--- src/hdl/ehd_pkg.sv ---
// Package for the holy-day date block: field widths, queue sizing,
// holy-day codes, offsets from Easter and the ordinal-to-date helper.
// No dependencies.
package ehd_pkg;

    localparam int YEAR_W      = 16;
    localparam int ORD_W       = 7;
    localparam int HOLY_W      = 3;
    localparam int MONTH_W     = 4;
    localparam int DAY_W       = 5;
    localparam int NUM_STAGES  = 7;
    localparam int QUEUE_DEPTH = 4;
    localparam int QPTR_W      = $clog2(QUEUE_DEPTH);

    // computus constants
    localparam int DATE_BASE   = 114;
    localparam int M_LIMIT     = 451;

    // last day of each month in a common year
    localparam logic [8:0] CUM_END [12] = '{
        9'd31, 9'd59, 9'd90, 9'd120, 9'd151, 9'd181,
        9'd212, 9'd243, 9'd273, 9'd304, 9'd334, 9'd365
    };

    typedef enum logic [HOLY_W-1:0] {
        HOLY_CARN_SUN = 3'd0,
        HOLY_CARN_MON = 3'd1,
        HOLY_CARN_TUE = 3'd2,
        HOLY_GOOD_FRI = 3'd3,
        HOLY_EASTER   = 3'd4,
        HOLY_ASCENSION = 3'd5,
        HOLY_WHITSUN  = 3'd6
    } t_holy_day;

    // one year's Easter, as handed from the front end to the back end
    typedef struct packed {
        logic [ORD_W-1:0] ordinal;
        logic             leap;
    } t_entry;

    typedef struct packed {
        logic [MONTH_W-1:0] month;
        logic [DAY_W-1:0]   day;
    } t_date;

    // signed distance of each holy day from Easter Sunday
    function automatic logic signed [8:0] ehd_offset(input t_holy_day hd);
        logic signed [8:0] r;
        unique case (hd)
            HOLY_CARN_SUN:  r = -9'sd49;
            HOLY_CARN_MON:  r = -9'sd48;
            HOLY_CARN_TUE:  r = -9'sd47;
            HOLY_GOOD_FRI:  r = -9'sd2;
            HOLY_EASTER:    r = 9'sd0;
            HOLY_ASCENSION: r = 9'sd39;
            HOLY_WHITSUN:   r = 9'sd49;
            default:        r = 9'sd0;
        endcase
        return r;
    endfunction

    // x mod 7 for x below 128: sum the octal digits, then fold twice
    function automatic logic [2:0] ehd_mod7(input logic [6:0] x);
        logic [3:0] s;
        s = {3'd0, x[6]} + {1'b0, x[5:3]} + {1'b0, x[2:0]};
        if (s >= 4'd7) s = s - 4'd7;
        if (s >= 4'd7) s = s - 4'd7;
        return s[2:0];
    endfunction

    // day of year to month and day of month; past November falls to December
    function automatic t_date ehd_to_date(input logic [7:0] n, input logic leap);
        t_date      r;
        logic [8:0] lo;
        logic [8:0] hi;
        logic [8:0] nx;
        logic       done;
        nx      = {1'b0, n};
        lo      = '0;
        hi      = '0;
        done    = 1'b0;
        r.month = MONTH_W'(12);
        r.day   = '0;
        for (int m = 0; m < 11; m++) begin
            hi = CUM_END[m] + ((m > 0 && leap) ? 9'd1 : 9'd0);
            if (!done && nx <= hi) begin
                r.month = MONTH_W'(m + 1);
                r.day   = DAY_W'(nx - lo);
                done    = 1'b1;
            end
            lo = hi;
        end
        if (!done) begin
            r.day = DAY_W'(nx - lo);
        end
        return r;
    endfunction

endpackage

--- src/hdl/ehd_front.sv ---
// Front end: seven-stage computus pipeline from year to Easter day of year.
// Depends on ehd_pkg; writes one t_entry per year into the queue.
module ehd_front (
    input  logic                   i_clk,
    input  logic                   i_rst_n,
    input  logic                   i_valid,
    output logic                   o_stall,
    input  logic [ehd_pkg::YEAR_W-1:0] i_year,
    output logic                   o_push,
    output ehd_pkg::t_entry        o_entry,
    input  logic                   i_full
);
    import ehd_pkg::*;

    logic [NUM_STAGES-1:0] r_vld;
    logic [NUM_STAGES-1:0] w_en;

    // stage 1: reciprocal estimates of year/100 and year/19
    logic [25:0] w_p100;
    logic [27:0] w_p19;
    logic [15:0] r1_year;
    logic [9:0]  r1_q100;
    logic [11:0] r1_q19;

    // stage 2: corrected quotients and remainders, leap flag
    logic [15:0] w_r100;
    logic [15:0] w_r19;
    logic        w_hi100;
    logic        w_hi19;
    logic [9:0]  w_b;
    logic [6:0]  w_c;
    logic [4:0]  r2_a;
    logic [9:0]  r2_b;
    logic [6:0]  r2_c;
    logic        r2_leap;

    // stage 3: f = (b + 8) / 25
    logic [9:0]  w_b8;
    logic [15:0] w_pf;
    logic [4:0]  r3_a;
    logic [9:0]  r3_b;
    logic [4:0]  r3_f;
    logic [1:0]  r3_e;
    logic [4:0]  r3_i;
    logic [1:0]  r3_k;
    logic        r3_leap;

    // stage 4: g = (b - f + 1) / 3
    logic [9:0]  w_xg;
    logic [18:0] w_pg;
    logic [4:0]  r4_a;
    logic [9:0]  r4_b;
    logic [7:0]  r4_g;
    logic [1:0]  r4_e;
    logic [4:0]  r4_i;
    logic [1:0]  r4_k;
    logic        r4_leap;

    // stage 5: operand of h and its quotient by 30
    logic [10:0] w_xh;
    logic [20:0] w_ph;
    logic [4:0]  r5_a;
    logic [9:0]  r5_xh;
    logic [5:0]  r5_qh;
    logic [1:0]  r5_e;
    logic [4:0]  r5_i;
    logic [1:0]  r5_k;
    logic        r5_leap;

    // stage 6: h, operand of l
    logic [4:0]  w_h;
    logic [6:0]  w_xl;
    logic [4:0]  r6_a;
    logic [4:0]  r6_h;
    logic [6:0]  r6_xl;
    logic        r6_leap;

    // stage 7: l
    logic [4:0]  r7_a;
    logic [4:0]  r7_h;
    logic [2:0]  r7_l;
    logic        r7_leap;

    // queue write: month correction and day of year
    logic [8:0]  w_s;
    logic        w_m;
    logic [7:0]  w_base;
    logic        w_april;
    logic [7:0]  w_dom;
    logic [7:0]  w_ord;

    // stage enables: a stage takes new data when empty or when it drains
    always_comb begin
        w_en[NUM_STAGES-1] = !r_vld[NUM_STAGES-1] || !i_full;
        for (int s = NUM_STAGES - 2; s >= 0; s--) begin
            w_en[s] = !r_vld[s] || w_en[s+1];
        end
    end

    assign o_stall = !w_en[0];
    assign o_push  = r_vld[NUM_STAGES-1] && !i_full;

    // advance valid bits
    always_ff @(posedge i_clk) begin
        if (!i_rst_n) begin
            r_vld <= '0;
        end else begin
            if (w_en[0]) begin
                r_vld[0] <= i_valid;
            end
            for (int s = 1; s < NUM_STAGES; s++) begin
                if (w_en[s]) begin
                    r_vld[s] <= r_vld[s-1];
                end
            end
        end
    end

    assign w_p100 = {10'd0, i_year} * 26'd655;
    assign w_p19  = {12'd0, i_year} * 28'd3449;

    assign w_r100  = r1_year - ({6'd0, r1_q100} * 16'd100);
    assign w_r19   = r1_year - ({4'd0, r1_q19} * 16'd19);
    assign w_hi100 = (w_r100 >= 16'd100);
    assign w_hi19  = (w_r19 >= 16'd19);
    assign w_b     = w_hi100 ? (r1_q100 + 10'd1) : r1_q100;
    assign w_c     = w_hi100 ? 7'(w_r100 - 16'd100) : 7'(w_r100);

    assign w_b8 = r2_b + 10'd8;
    assign w_pf = {6'd0, w_b8} * 16'd41;

    assign w_xg = r3_b - {5'd0, r3_f} + 10'd1;
    assign w_pg = {9'd0, w_xg} * 19'd683;

    assign w_xh = ({6'd0, r4_a} * 11'd19) + {1'b0, r4_b} + 11'd15
                - {3'd0, r4_b[9:2]} - {3'd0, r4_g};
    assign w_ph = {11'd0, w_xh[9:0]} * 21'd1093;

    assign w_h  = 5'(r5_xh - ({4'd0, r5_qh} * 10'd30));
    assign w_xl = 7'd32 + {4'd0, r5_e, 1'b0} + {1'b0, r5_i, 1'b0}
                - {2'd0, w_h} - {5'd0, r5_k};

    assign w_s     = {4'd0, r7_a} + ({4'd0, r7_h} * 9'd11) + ({6'd0, r7_l} * 9'd22);
    assign w_m     = (w_s >= 9'(M_LIMIT));
    assign w_base  = {3'd0, r7_h} + {5'd0, r7_l} + 8'(DATE_BASE) - (w_m ? 8'd7 : 8'd0);
    assign w_april = (w_base >= 8'd124);
    assign w_dom   = w_april ? (w_base - 8'd123) : (w_base - 8'd92);
    assign w_ord   = 8'd59 + {7'd0, r7_leap} + w_dom + (w_april ? 8'd31 : 8'd0);

    assign o_entry.ordinal = w_ord[ORD_W-1:0];
    assign o_entry.leap    = r7_leap;

    // pipeline payload, held while a stage is blocked
    always_ff @(posedge i_clk) begin
        if (w_en[0]) begin
            r1_year <= i_year;
            r1_q100 <= w_p100[25:16];
            r1_q19  <= w_p19[27:16];
        end
        if (w_en[1]) begin
            r2_a    <= w_hi19 ? 5'(w_r19 - 16'd19) : 5'(w_r19);
            r2_b    <= w_b;
            r2_c    <= w_c;
            r2_leap <= (w_c == 7'd0) ? (w_b[1:0] == 2'd0) : (r1_year[1:0] == 2'd0);
        end
        if (w_en[2]) begin
            r3_a    <= r2_a;
            r3_b    <= r2_b;
            r3_f    <= 5'(w_pf >> 10);
            r3_e    <= r2_b[1:0];
            r3_i    <= r2_c[6:2];
            r3_k    <= r2_c[1:0];
            r3_leap <= r2_leap;
        end
        if (w_en[3]) begin
            r4_a    <= r3_a;
            r4_b    <= r3_b;
            r4_g    <= 8'(w_pg >> 11);
            r4_e    <= r3_e;
            r4_i    <= r3_i;
            r4_k    <= r3_k;
            r4_leap <= r3_leap;
        end
        if (w_en[4]) begin
            r5_a    <= r4_a;
            r5_xh   <= w_xh[9:0];
            r5_qh   <= 6'(w_ph >> 15);
            r5_e    <= r4_e;
            r5_i    <= r4_i;
            r5_k    <= r4_k;
            r5_leap <= r4_leap;
        end
        if (w_en[5]) begin
            r6_a    <= r5_a;
            r6_h    <= w_h;
            r6_xl   <= w_xl;
            r6_leap <= r5_leap;
        end
        if (w_en[6]) begin
            r7_a    <= r6_a;
            r7_h    <= r6_h;
            r7_l    <= ehd_mod7(r6_xl);
            r7_leap <= r6_leap;
        end
    end

endmodule

--- src/hdl/ehd_queue.sv ---
// Short register queue between the computus front end and the date back end.
// Depends on ehd_pkg for the entry type and depth.
module ehd_queue (
    input  logic            i_clk,
    input  logic            i_rst_n,
    input  logic            i_push,
    input  ehd_pkg::t_entry i_entry,
    output logic            o_full,
    output logic            o_head_vld,
    output ehd_pkg::t_entry o_head,
    input  logic            i_pop
);
    import ehd_pkg::*;

    t_entry            r_mem [QUEUE_DEPTH];
    logic [QPTR_W-1:0] r_wr_ptr;
    logic [QPTR_W-1:0] r_rd_ptr;
    logic [QPTR_W:0]   r_count;

    assign o_full     = (r_count == (QPTR_W + 1)'(QUEUE_DEPTH));
    assign o_head_vld = (r_count != '0);
    assign o_head     = r_mem[r_rd_ptr];

    // advance pointers and fill count
    always_ff @(posedge i_clk) begin
        if (!i_rst_n) begin
            r_wr_ptr <= '0;
            r_rd_ptr <= '0;
            r_count  <= '0;
        end else begin
            if (i_push) begin
                r_wr_ptr <= r_wr_ptr + 1'b1;
            end
            if (i_pop) begin
                r_rd_ptr <= r_rd_ptr + 1'b1;
            end
            if (i_push && !i_pop) begin
                r_count <= r_count + 1'b1;
            end else if (!i_push && i_pop) begin
                r_count <= r_count - 1'b1;
            end
        end
    end

    // store entries
    always_ff @(posedge i_clk) begin
        if (i_push) begin
            r_mem[r_wr_ptr] <= i_entry;
        end
    end

endmodule

--- src/hdl/ehd_back.sv ---
// Back end: expands one Easter entry into seven holy-day result beats.
// Depends on ehd_pkg for codes, offsets and the date conversion.
module ehd_back (
    input  logic                        i_clk,
    input  logic                        i_rst_n,
    input  logic                        i_head_vld,
    input  ehd_pkg::t_entry             i_head,
    output logic                        o_pop,
    output logic                        o_valid,
    input  logic                        i_stall,
    output logic [ehd_pkg::HOLY_W-1:0]  o_holy_day,
    output logic [ehd_pkg::MONTH_W-1:0] o_month,
    output logic [ehd_pkg::DAY_W-1:0]   o_day,
    output logic                        o_last
);
    import ehd_pkg::*;

    t_holy_day          r_k;
    logic               r_valid;
    logic [HOLY_W-1:0]  r_holy_day;
    logic [MONTH_W-1:0] r_month;
    logic [DAY_W-1:0]   r_day;
    logic               r_last;

    logic               w_load;
    logic               w_is_last;
    logic signed [8:0]  w_n;
    logic [7:0]         w_nc;
    t_date              w_date;

    // output register takes a beat when empty or when its beat leaves
    assign w_load    = i_head_vld && (!r_valid || !i_stall);
    assign w_is_last = (r_k == HOLY_WHITSUN);
    assign o_pop     = w_load && w_is_last;

    // day of year of the current holy day, clamped to the first of January
    assign w_n    = $signed({2'b00, i_head.ordinal}) + ehd_offset(r_k);
    assign w_nc   = (w_n < 9'sd1) ? 8'd1 : w_n[7:0];
    assign w_date = ehd_to_date(w_nc, i_head.leap);

    // step through the holy days and hold the output valid
    always_ff @(posedge i_clk) begin
        if (!i_rst_n) begin
            r_valid <= 1'b0;
            r_k     <= HOLY_CARN_SUN;
        end else begin
            if (w_load) begin
                r_valid <= 1'b1;
                r_k     <= w_is_last ? HOLY_CARN_SUN : t_holy_day'(r_k + 3'd1);
            end else if (!i_stall) begin
                r_valid <= 1'b0;
            end
        end
    end

    // result payload
    always_ff @(posedge i_clk) begin
        if (w_load) begin
            r_holy_day <= r_k;
            r_month    <= w_date.month;
            r_day      <= w_date.day;
            r_last     <= w_is_last;
        end
    end

    assign o_valid    = r_valid;
    assign o_holy_day = r_holy_day;
    assign o_month    = r_month;
    assign o_day      = r_day;
    assign o_last     = r_last;

endmodule

--- src/hdl/easter_holy_day_dates.sv ---
// Top level of the holy-day date block: front end, queue and back end.
// Depends on ehd_pkg, ehd_front, ehd_queue and ehd_back.
//
// Input channel: i_valid / o_stall with i_year. A year is taken at a rising
// edge with i_valid high and o_stall low.
// Output channel: o_valid / i_stall with o_holy_day, o_month, o_day, o_last.
// Each year gives seven beats in code order, carnival Sunday to Whitsuntide;
// o_last marks the Whitsuntide beat.
// A year taken into the first computus stage passes six more computus stages,
// the queue and the output register before its first beat shows on o_valid.
// Throughput: one beat per cycle while i_stall is low; the seven beats of
// a year on the one output channel bound the rate of years. The front end
// takes a year every cycle until its pipeline and the four-entry queue fill.
// When the receiver stalls the output beat holds, the back end stops, the
// queue fills and o_stall rises once the front pipeline is full.
// Reset (i_rst_n low, synchronous) empties pipeline, queue and output.
module easter_holy_day_dates (
    input  logic                        i_clk,
    input  logic                        i_rst_n,
    input  logic                        i_valid,
    output logic                        o_stall,
    input  logic [ehd_pkg::YEAR_W-1:0]  i_year,
    output logic                        o_valid,
    input  logic                        i_stall,
    output logic [ehd_pkg::HOLY_W-1:0]  o_holy_day,
    output logic [ehd_pkg::MONTH_W-1:0] o_month,
    output logic [ehd_pkg::DAY_W-1:0]   o_day,
    output logic                        o_last
);
    import ehd_pkg::*;

    logic   w_push;
    logic   w_full;
    logic   w_head_vld;
    logic   w_pop;
    t_entry w_entry;
    t_entry w_head;

    ehd_front u_front (
        .i_clk   (i_clk),
        .i_rst_n (i_rst_n),
        .i_valid (i_valid),
        .o_stall (o_stall),
        .i_year  (i_year),
        .o_push  (w_push),
        .o_entry (w_entry),
        .i_full  (w_full)
    );

    ehd_queue u_queue (
        .i_clk      (i_clk),
        .i_rst_n    (i_rst_n),
        .i_push     (w_push),
        .i_entry    (w_entry),
        .o_full     (w_full),
        .o_head_vld (w_head_vld),
        .o_head     (w_head),
        .i_pop      (w_pop)
    );

    ehd_back u_back (
        .i_clk      (i_clk),
        .i_rst_n    (i_rst_n),
        .i_head_vld (w_head_vld),
        .i_head     (w_head),
        .o_pop      (w_pop),
        .o_valid    (o_valid),
        .i_stall    (i_stall),
        .o_holy_day (o_holy_day),
        .o_month    (o_month),
        .o_day      (o_day),
        .o_last     (o_last)
    );

    // the last beat of a year is always Whitsuntide
    a_last_is_whitsun: assert property (@(posedge i_clk) disable iff (!i_rst_n)
        o_valid && o_last |-> o_holy_day == HOLY_WHITSUN)
        else $error("last beat is not whitsuntide");

    // a taken beat that is not last is followed at once by the next code
    a_codes_in_order: assert property (@(posedge i_clk) disable iff (!i_rst_n)
        o_valid && !i_stall && !o_last
        |=> o_valid && (o_holy_day == $past(o_holy_day) + 3'd1))
        else $error("holy-day beats out of order or broken up");

    // every holy day lies between February and June
    a_month_range: assert property (@(posedge i_clk) disable iff (!i_rst_n)
        o_valid |-> (o_month >= 4'd2) && (o_month <= 4'd6) && (o_day != 5'd0))
        else $error("holy-day date out of range");

    // the queue never takes an entry while full
    a_no_overrun: assert property (@(posedge i_clk) disable iff (!i_rst_n)
        w_full |-> !w_push)
        else $error("queue overrun");

endmodule
--- config.mk ---
export PLATFORM = sky130hd
export DESIGN_NAME = easter_holy_day_dates
export DESIGN_NICKNAME = d
export VERILOG_FILES = /design/src/hdl/ehd_pkg.sv /design/src/hdl/ehd_front.sv /design/src/hdl/ehd_queue.sv /design/src/hdl/ehd_back.sv /design/src/hdl/easter_holy_day_dates.sv
export SDC_FILE = /design/constraint.sdc
export NUM_CORES = 1
export LEC_CHECK = 0
export BUFFER_PORTS_ARGS = -buffer_cell sky130_fd_sc_hd__buf_2
export CAP_MARGIN = 10
export CORE_ASPECT_RATIO = 2
export CORE_MARGIN = 3
export CORE_UTILIZATION = 55
export DETAILED_ROUTE_END_ITERATION = 12
export PLACE_DENSITY = 0.71
export SYNTH_ARGS = -nofsm -noshare
export SYNTH_HDL_FRONTEND = slang
export SYNTH_SLANG_ARGS = --single-unit
export TNS_END_PERCENT = 100
--- constraint.sdc ---
create_clock -name i_clk -period 10.1 [get_ports i_clk]
set_clock_uncertainty 0.2 [all_clocks]
set_input_delay 0.505 -clock i_clk [delete_from_list [all_inputs] [get_ports i_clk]]
set_output_delay 0.505 -clock i_clk [all_outputs]
set_load 0.01 [all_outputs]
# == After elaboration in Yosys (flattened, before gate mapping) ==
# Memory sizes are Yosys's and may differ from the RTL's. A register that Yosys moved wholly into a read port is not among the register bits.
# Index checks and enable logic that the tools add are counted.
# word_totals
input_bits,20
regBits,213
ram_bits,32
output_inout_bits,15
word_cells,248
memories,1
# memory_table
memory,words,word_bits,read_ports,rd_clocked_by_memory_dff,wr,line_no,text
u_queue.r_mem,4,8,1,1,1,ehd_queue.sv:15,t_entry r_mem [QUEUE_DEPTH];
# op_classes
n_eq_ne,7
n_mul,11
add_sub_neg,58
muxes,45
n_reduce_logical,54
order_cmp,18
# op_table
op,n
less-or-equal comparator 8 x 9 -> 1 bit,8
2-to-1 mux 9 bit,7
subtractor 5 bit,11
one-hot mux 9 bit (6 select lines),1
"adder 8 x 1 -> 9 bit, first input constant",4
subtractor 16 bit,2
"multiplier 16 x 12 -> 28 bit, second input constant",1
2-to-1 mux 7 bit,4
"adder 9 x 1 -> 9 bit, first input constant",3
"multiplier 16 x 10 -> 26 bit, second input constant",1
logical NOT 1 bit,23
"multiplier 10 x 11 -> 21 bit, second input constant",1
"subtractor 7 bit, second input constant",3
"adder 10 x 1 -> 10 bit, second input constant",2
"adder 10 x 4 -> 10 bit, second input constant",2
2-to-1 mux 5 bit,4
subtractor 10 x 8 -> 10 bit,2
"multiplier 10 x 10 -> 19 bit, second input constant",1
2-to-1 mux 1 bit,17
"adder 7 x 1 -> 8 bit, first input constant",2
"greater-or-equal comparator 16 x 5 -> 1 bit, second input constant",1
"greater-or-equal comparator 16 x 7 -> 1 bit, second input constant",1
"multiplier 12 x 5 -> 16 bit, second input constant",1
logical AND 1 bit,15
other kinds (53),76

# == Longest topological paths before layout ==
# depth
depth_word,38
ltp_mapped,35
ltp_nobuf,35

# == Hierarchy ==
# From an unflattened synthesis, not the netlist that was laid out.
# hier_totals
cells_unflattened,2398
area_unflattened_um2,26020.0
# by_module_without_submodules
module,area_each_um2,seq_area_each_um2,cells_each,n_inst
ehd_front,21847.2,5425.2,2002,1
ehd_back,2568.7,470.5,311,1
ehd_queue,1604.0,1141.1,85,1

# == Worst setup path before layout ==
# OpenSTA, ideal clock, no wires.
# synth_timing
path_kind,register -> register
start,reg u_front.r7_l[1]
end,mem u_queue.r_mem[0][7] (netlist bit) (data pin)
arrival_ps,7993
period_less_slack_ps,8471
path_slack_ps,1629
stages_incl_launch_ff,34
path_buffers,0
setup_ps,278
required_time_ps,9622
cell_sequence,edfxtp_1 ha_1 ha_1 fa_1 inv_1 fa_1 fa_1 fa_1 inv_1 ha_1 a21oi_1 o21bai_1 a21o_1 a21oi_1 xnor2_1 or3_1 inv_1 ha_1 inv_1 ha_1 fa_1 a21o_1 a21oi_1 o21ai_0 a21oi_1 xnor2_1 ha_1 nor2_1 fa_1 a21o_1 a21oi_1 o21bai_1 a21oi_1 xnor3_1
# synth_lines
item,line_no,text
"start, declared",ehd_front.sv:81,logic [2:0] r7_l;
"start signal, assigned",ehd_front.sv:202,r7_l <= ehd_mod7(r6_xl);
"end, declared",ehd_queue.sv:15,

==> summary by stage <==
Status
The run finished with clean final reports.

CTS
The clock reaches the later pin of the worst-skew pair after around 0.55 ns. After clock tree synthesis, the setup repair step added 0 buffers. The count of clock tree sinks is 241. The number of buffers between clock root and the deepest sink is 3. The number of resized instances in the post-cts repair step is 0. The root buffer selected by CTS is clkbuf_16. TritonCTS created 24 clock buffers.

In this run the number of H-tree levels came out at 1. The clock tree from TritonCTS is yes. After clock tree synthesis, the clock-pin slew on the worst setup and hold paths is 0.06 ns.

Yosys
After synthesis, the cell types taking the most area are edfxtp_1 (26%), ha_1 (25%), fa_1 (17%). The gate count of the mapped netlist is roughly 2400. After synthesis, the mean cell area works out to 10.8 µm².

The total of warnings raised by yosys is 0. Summing the sequential cell areas from Yosys gives around 27% of the chip area. The cell accounting for the most synthesized area is edfxtp_1. The number of enable-type register cells in the synthesized netlist is 221. Counting flops and latches in the post-synthesis netlist gives between 200 and 250. The fraction of registers with async set or reset after synthesis is 0%. The post-synthesis net count is 3148. The cell area after technology mapping is 0.0259 mm². The leading register cell type out of synthesis is edfxtp_1.

After synthesis, the largest area contributor takes up 25.6% of total cell area. The number of different library cells used by synthesis comes to 86.

GRT
The largest net degree at the start of global routing is 40. The initial antenna violation count is 0. Across every metal layer, demand over resource in global routing totals 22.5%. The total overflow reported by the global router is 0. The first-pass GRT wire length is ~91000 µm. The via count of the first global-routing pass is 18954.

STA
The number of slew-limit violations in the final report is 0. The number of failing hold endpoints at the final stage came to 0. The share of the clock period used by the worst path is 92.3%. Setup repair after global routing left no endpoint under its margin. The shortest clock period the worst path allows after layout is 9.32 ns. Based on the critical path, the design can be clocked at up to 0.107 GHz. For the pin with the worst max-slew slack, the measured transition is about 1.1 ns. Setup violations remaining at the end of the flow were counted as 0.

In the final timing run, aggregate negative setup slack is 0 ns. The worst-case headroom to the max-slew limit is 27.4%.

Worst setup path
The critical path endpoint category is a register. The kind of launch point of the worst setup path is a register. In this run the critical register-to-register path is launched from u_front.r7_l[1]. For this run, the slowest stage of the critical path takes 0.62 ns. Along the worst path, the maximum fanout reaches 10.

The critical path data required time is 10.16 ns. The worst-path cell with the longest stage delay is a21oi_1. The data arrival at the endpoint of the critical path is 9.37 ns.

The most prevalent standard cell on the critical path is ha_1. The endpoint identified for the worst register-to-register timing path is u_queue.r_mem[3][7]. The register-to-register path setup slack is 0.78 ns.

For the worst flop-to-flop path, the logic depth is 33. Tracing the worst setup path back leads to its startpoint at u_front.r7_l[1]. The critical path is of the register to register type. The most critical setup path has its endpoint at u_queue.r_mem[3][7].

Die
In this run the horizontal extent of the chip is 159 µm. The vertical die dimension is around 310 µm. 35 I/O pins were placed.

After floorplanning, the core was divided into 111 placement rows. The core outline area is 0.0461 mm². The die covers 0.0498 mm². For this configuration, the core starts out at a cell density of 56.1%.

Hold path
Counting instances, the worst hold path has a depth of 3. The type of the most critical hold path is primary input to register. The start point of the worst hold path is i_stall.

Detailed routing
The first detailed-routing pass took 6 iterations. The total length of routed wires is around 55000 µm. The detailed router finished its first iteration with 697 violations.

The post-route antenna net violation count is 0. Summing over every cut layer, the via total after detailed routing is between 15000 and 20000. The final routed DRC violation total is 0. The mean number of vias per cell is 5.60. Dividing the detail-routed wire length by the instance count gives ~18 µm.

Finish
Fill cells in the final layout number 3830. The count of inserted antenna diode cells is 0. In the final layout, the multi-input gates occupy 0.0169 mm².

The post-synthesis to final-layout area growth is 6.84%. The net count of the finished layout is between 3000 and 4000. The register area is 0.00704 mm². The fraction of final layout cells sized beyond drive strength 1 is between 4 and 5%.

Run
Max-cap violations in this run came to 0.

Place
The final HPWL from detailed placement is 46900 µm. Buffers placed on the I/O ports in this run total 34. The placer's final routability congestion estimate is 0.966.
[critical path: cells and delay by family (launching register included)]
| family | cells | cell delay (ns) |
|---|---|---|
| adder cells (fa/ha/maj) | 12 | 4.23 |
| flip-flops | 1 | 0.50 |
| AO/OA/AOI/OAI | 12 | 2.62 |
| XOR/XNOR | 3 | 0.73 |
| AND/OR/NAND/NOR | 2 | 0.54 |
| buffers and inverters | 4 | 0.24 |
[stage by stage]
step,hold slack (ns),setup slack [ns],area (µm²),std cells,utilization [%]
2_1_floorplan,0.200,1.63,25900,2394,-
3_3_place_gp,0.200,1.26,26800,3037,58.1
3_5_place_dp,0.205,0.840,26800,3037,58.1
4_1_cts,0.0369,0.819,27600,3081,59.9
5_1_grt,0.0811,0.236,27600,3082,60.0
6_report,0.0538,0.782,27600,3082,60.0
[worst min path at each step]
stage	slack, ns	end
final	0.05	u_back.o_valid
after global routing	0.08	u_back.o_valid
after CTS	0.04	u_back.o_valid
after detailed placement	0.20	u_front.r4_k[0]
after global placement	0.20	u_front.r3_i[2]
after floorplan	0.20	u_front.r3_a[0]
[synth_stat cells (5+ instances only)]
library cell    n
a21oi_1       101
nand3_1        38
edfxtp_1      221
mux4_2          8
mux2i_1         9
mux2_2          6
a21boi_0        7
nand2_1        73
clkbuf_1       10
nor2_1         88
o21ai_1         5
or4_1           5
o31ai_1         7
o221ai_1        7
a21o_1         37
o22ai_1         7
o211ai_1       10
o21bai_1       26
o211a_1         5
or3_1           5
and3_1         10
nor3_1         31
or2_2           8
and2_1         23
nand4_1        10
xnor2_1       117
a2111oi_0       6
ha_1          516
nor2b_1        13
a211oi_1       12
nor4_1          8
inv_1         494
xor2_1         50
nand2b_1        7
dfxtp_1        20
o21a_1         17
o21ai_0        58
fa_1          218
a31oi_1        16
nor3b_1         5
[cells by family after synthesis]
| family | Yosys count | synth area share (%) |
|---|---|---|
| buf+inv | 511 | 7.49 |
| xor+xnor | 171 | 6.00 |
| mux | 23 | 1.31 |
| simple gates | 338 | 6.44 |
| compound gates | 376 | 9.76 |
| flops | 241 | 27.2 |
| fa+ha+maj | 734 | 41.8 |
[final cells by class]
| class | instances | share of cell area, % |
|---|---|---|
| timing repair buffer | 40 | 0.860 |
| inverter | 495 | 6.72 |
| sequential | 241 | 25.5 |
| clock buffer | 26 | 2.20 |
| tap | 621 | 2.81 |
| clock inverter | 17 | 0.783 |
| multi-input combinational | 1642 | 61.2 |
[per-layer routing]
layer / wire length [µm] / track usage [%] / part of all wire, %
met1: 17300 / 20.3 / 32
met5: 0 / 0 / 0
met4: 3820 / 13.9 / 7.0
met3: 1360 / 1.86 / 2.5
met2: 32300 / 46.7 / 59
[flip-flops by register name, indices dropped and copies added (netlist names), 7 cells and up, named ones only]
register,count
u_front.r1_q100,10
u_front.r1_q19,12
u_front.r1_year,16
u_front.r2_b,10
u_front.r2_c,7
u_front.r3_b,9
u_front.r4_b,9
u_front.r4_g,8
u_front.r6_xl,7
u_front.r_vld,7
u_queue.r_mem,32
[what timing repair did]
item                                   4_1_cts  5_1_grt
setup endpoints to repair                    0        0
endpoints found under the hold margin        1        0
hold buffers                                 1        0
[cell usage in the layout (no fill, tap or decap), types with 7 or more instances in the layout]
master	count
xnor2_1	117
dfxtp_1	20
o21ai_0	58
inv_1	494
and2_1	23
a21boi_0	7
nor2b_1	13
nand3_1	37
a21oi_1	100
o22ai_1	7
o221ai_1	7
mux2i_1	9
a31oi_1	16
nor4_1	8
nor2_1	88
a21o_1	37
ha_1	516
nand2_1	73
nor3_1	31
edfxtp_1	221
o21bai_1	26
nand2b_1	7
mux4_2	8
buf_2	34
o31ai_1	7
nand4_1	10
and3_1	10
clkbuf_16	24
fa_1	218
or2_2	8
a211oi_1	12
o211ai_1	10
xor2_1	50
o21a_1	17
Power is not shown: default switching activity piles up to over one toggle a cycle in this logic, so the estimate is an artifact.
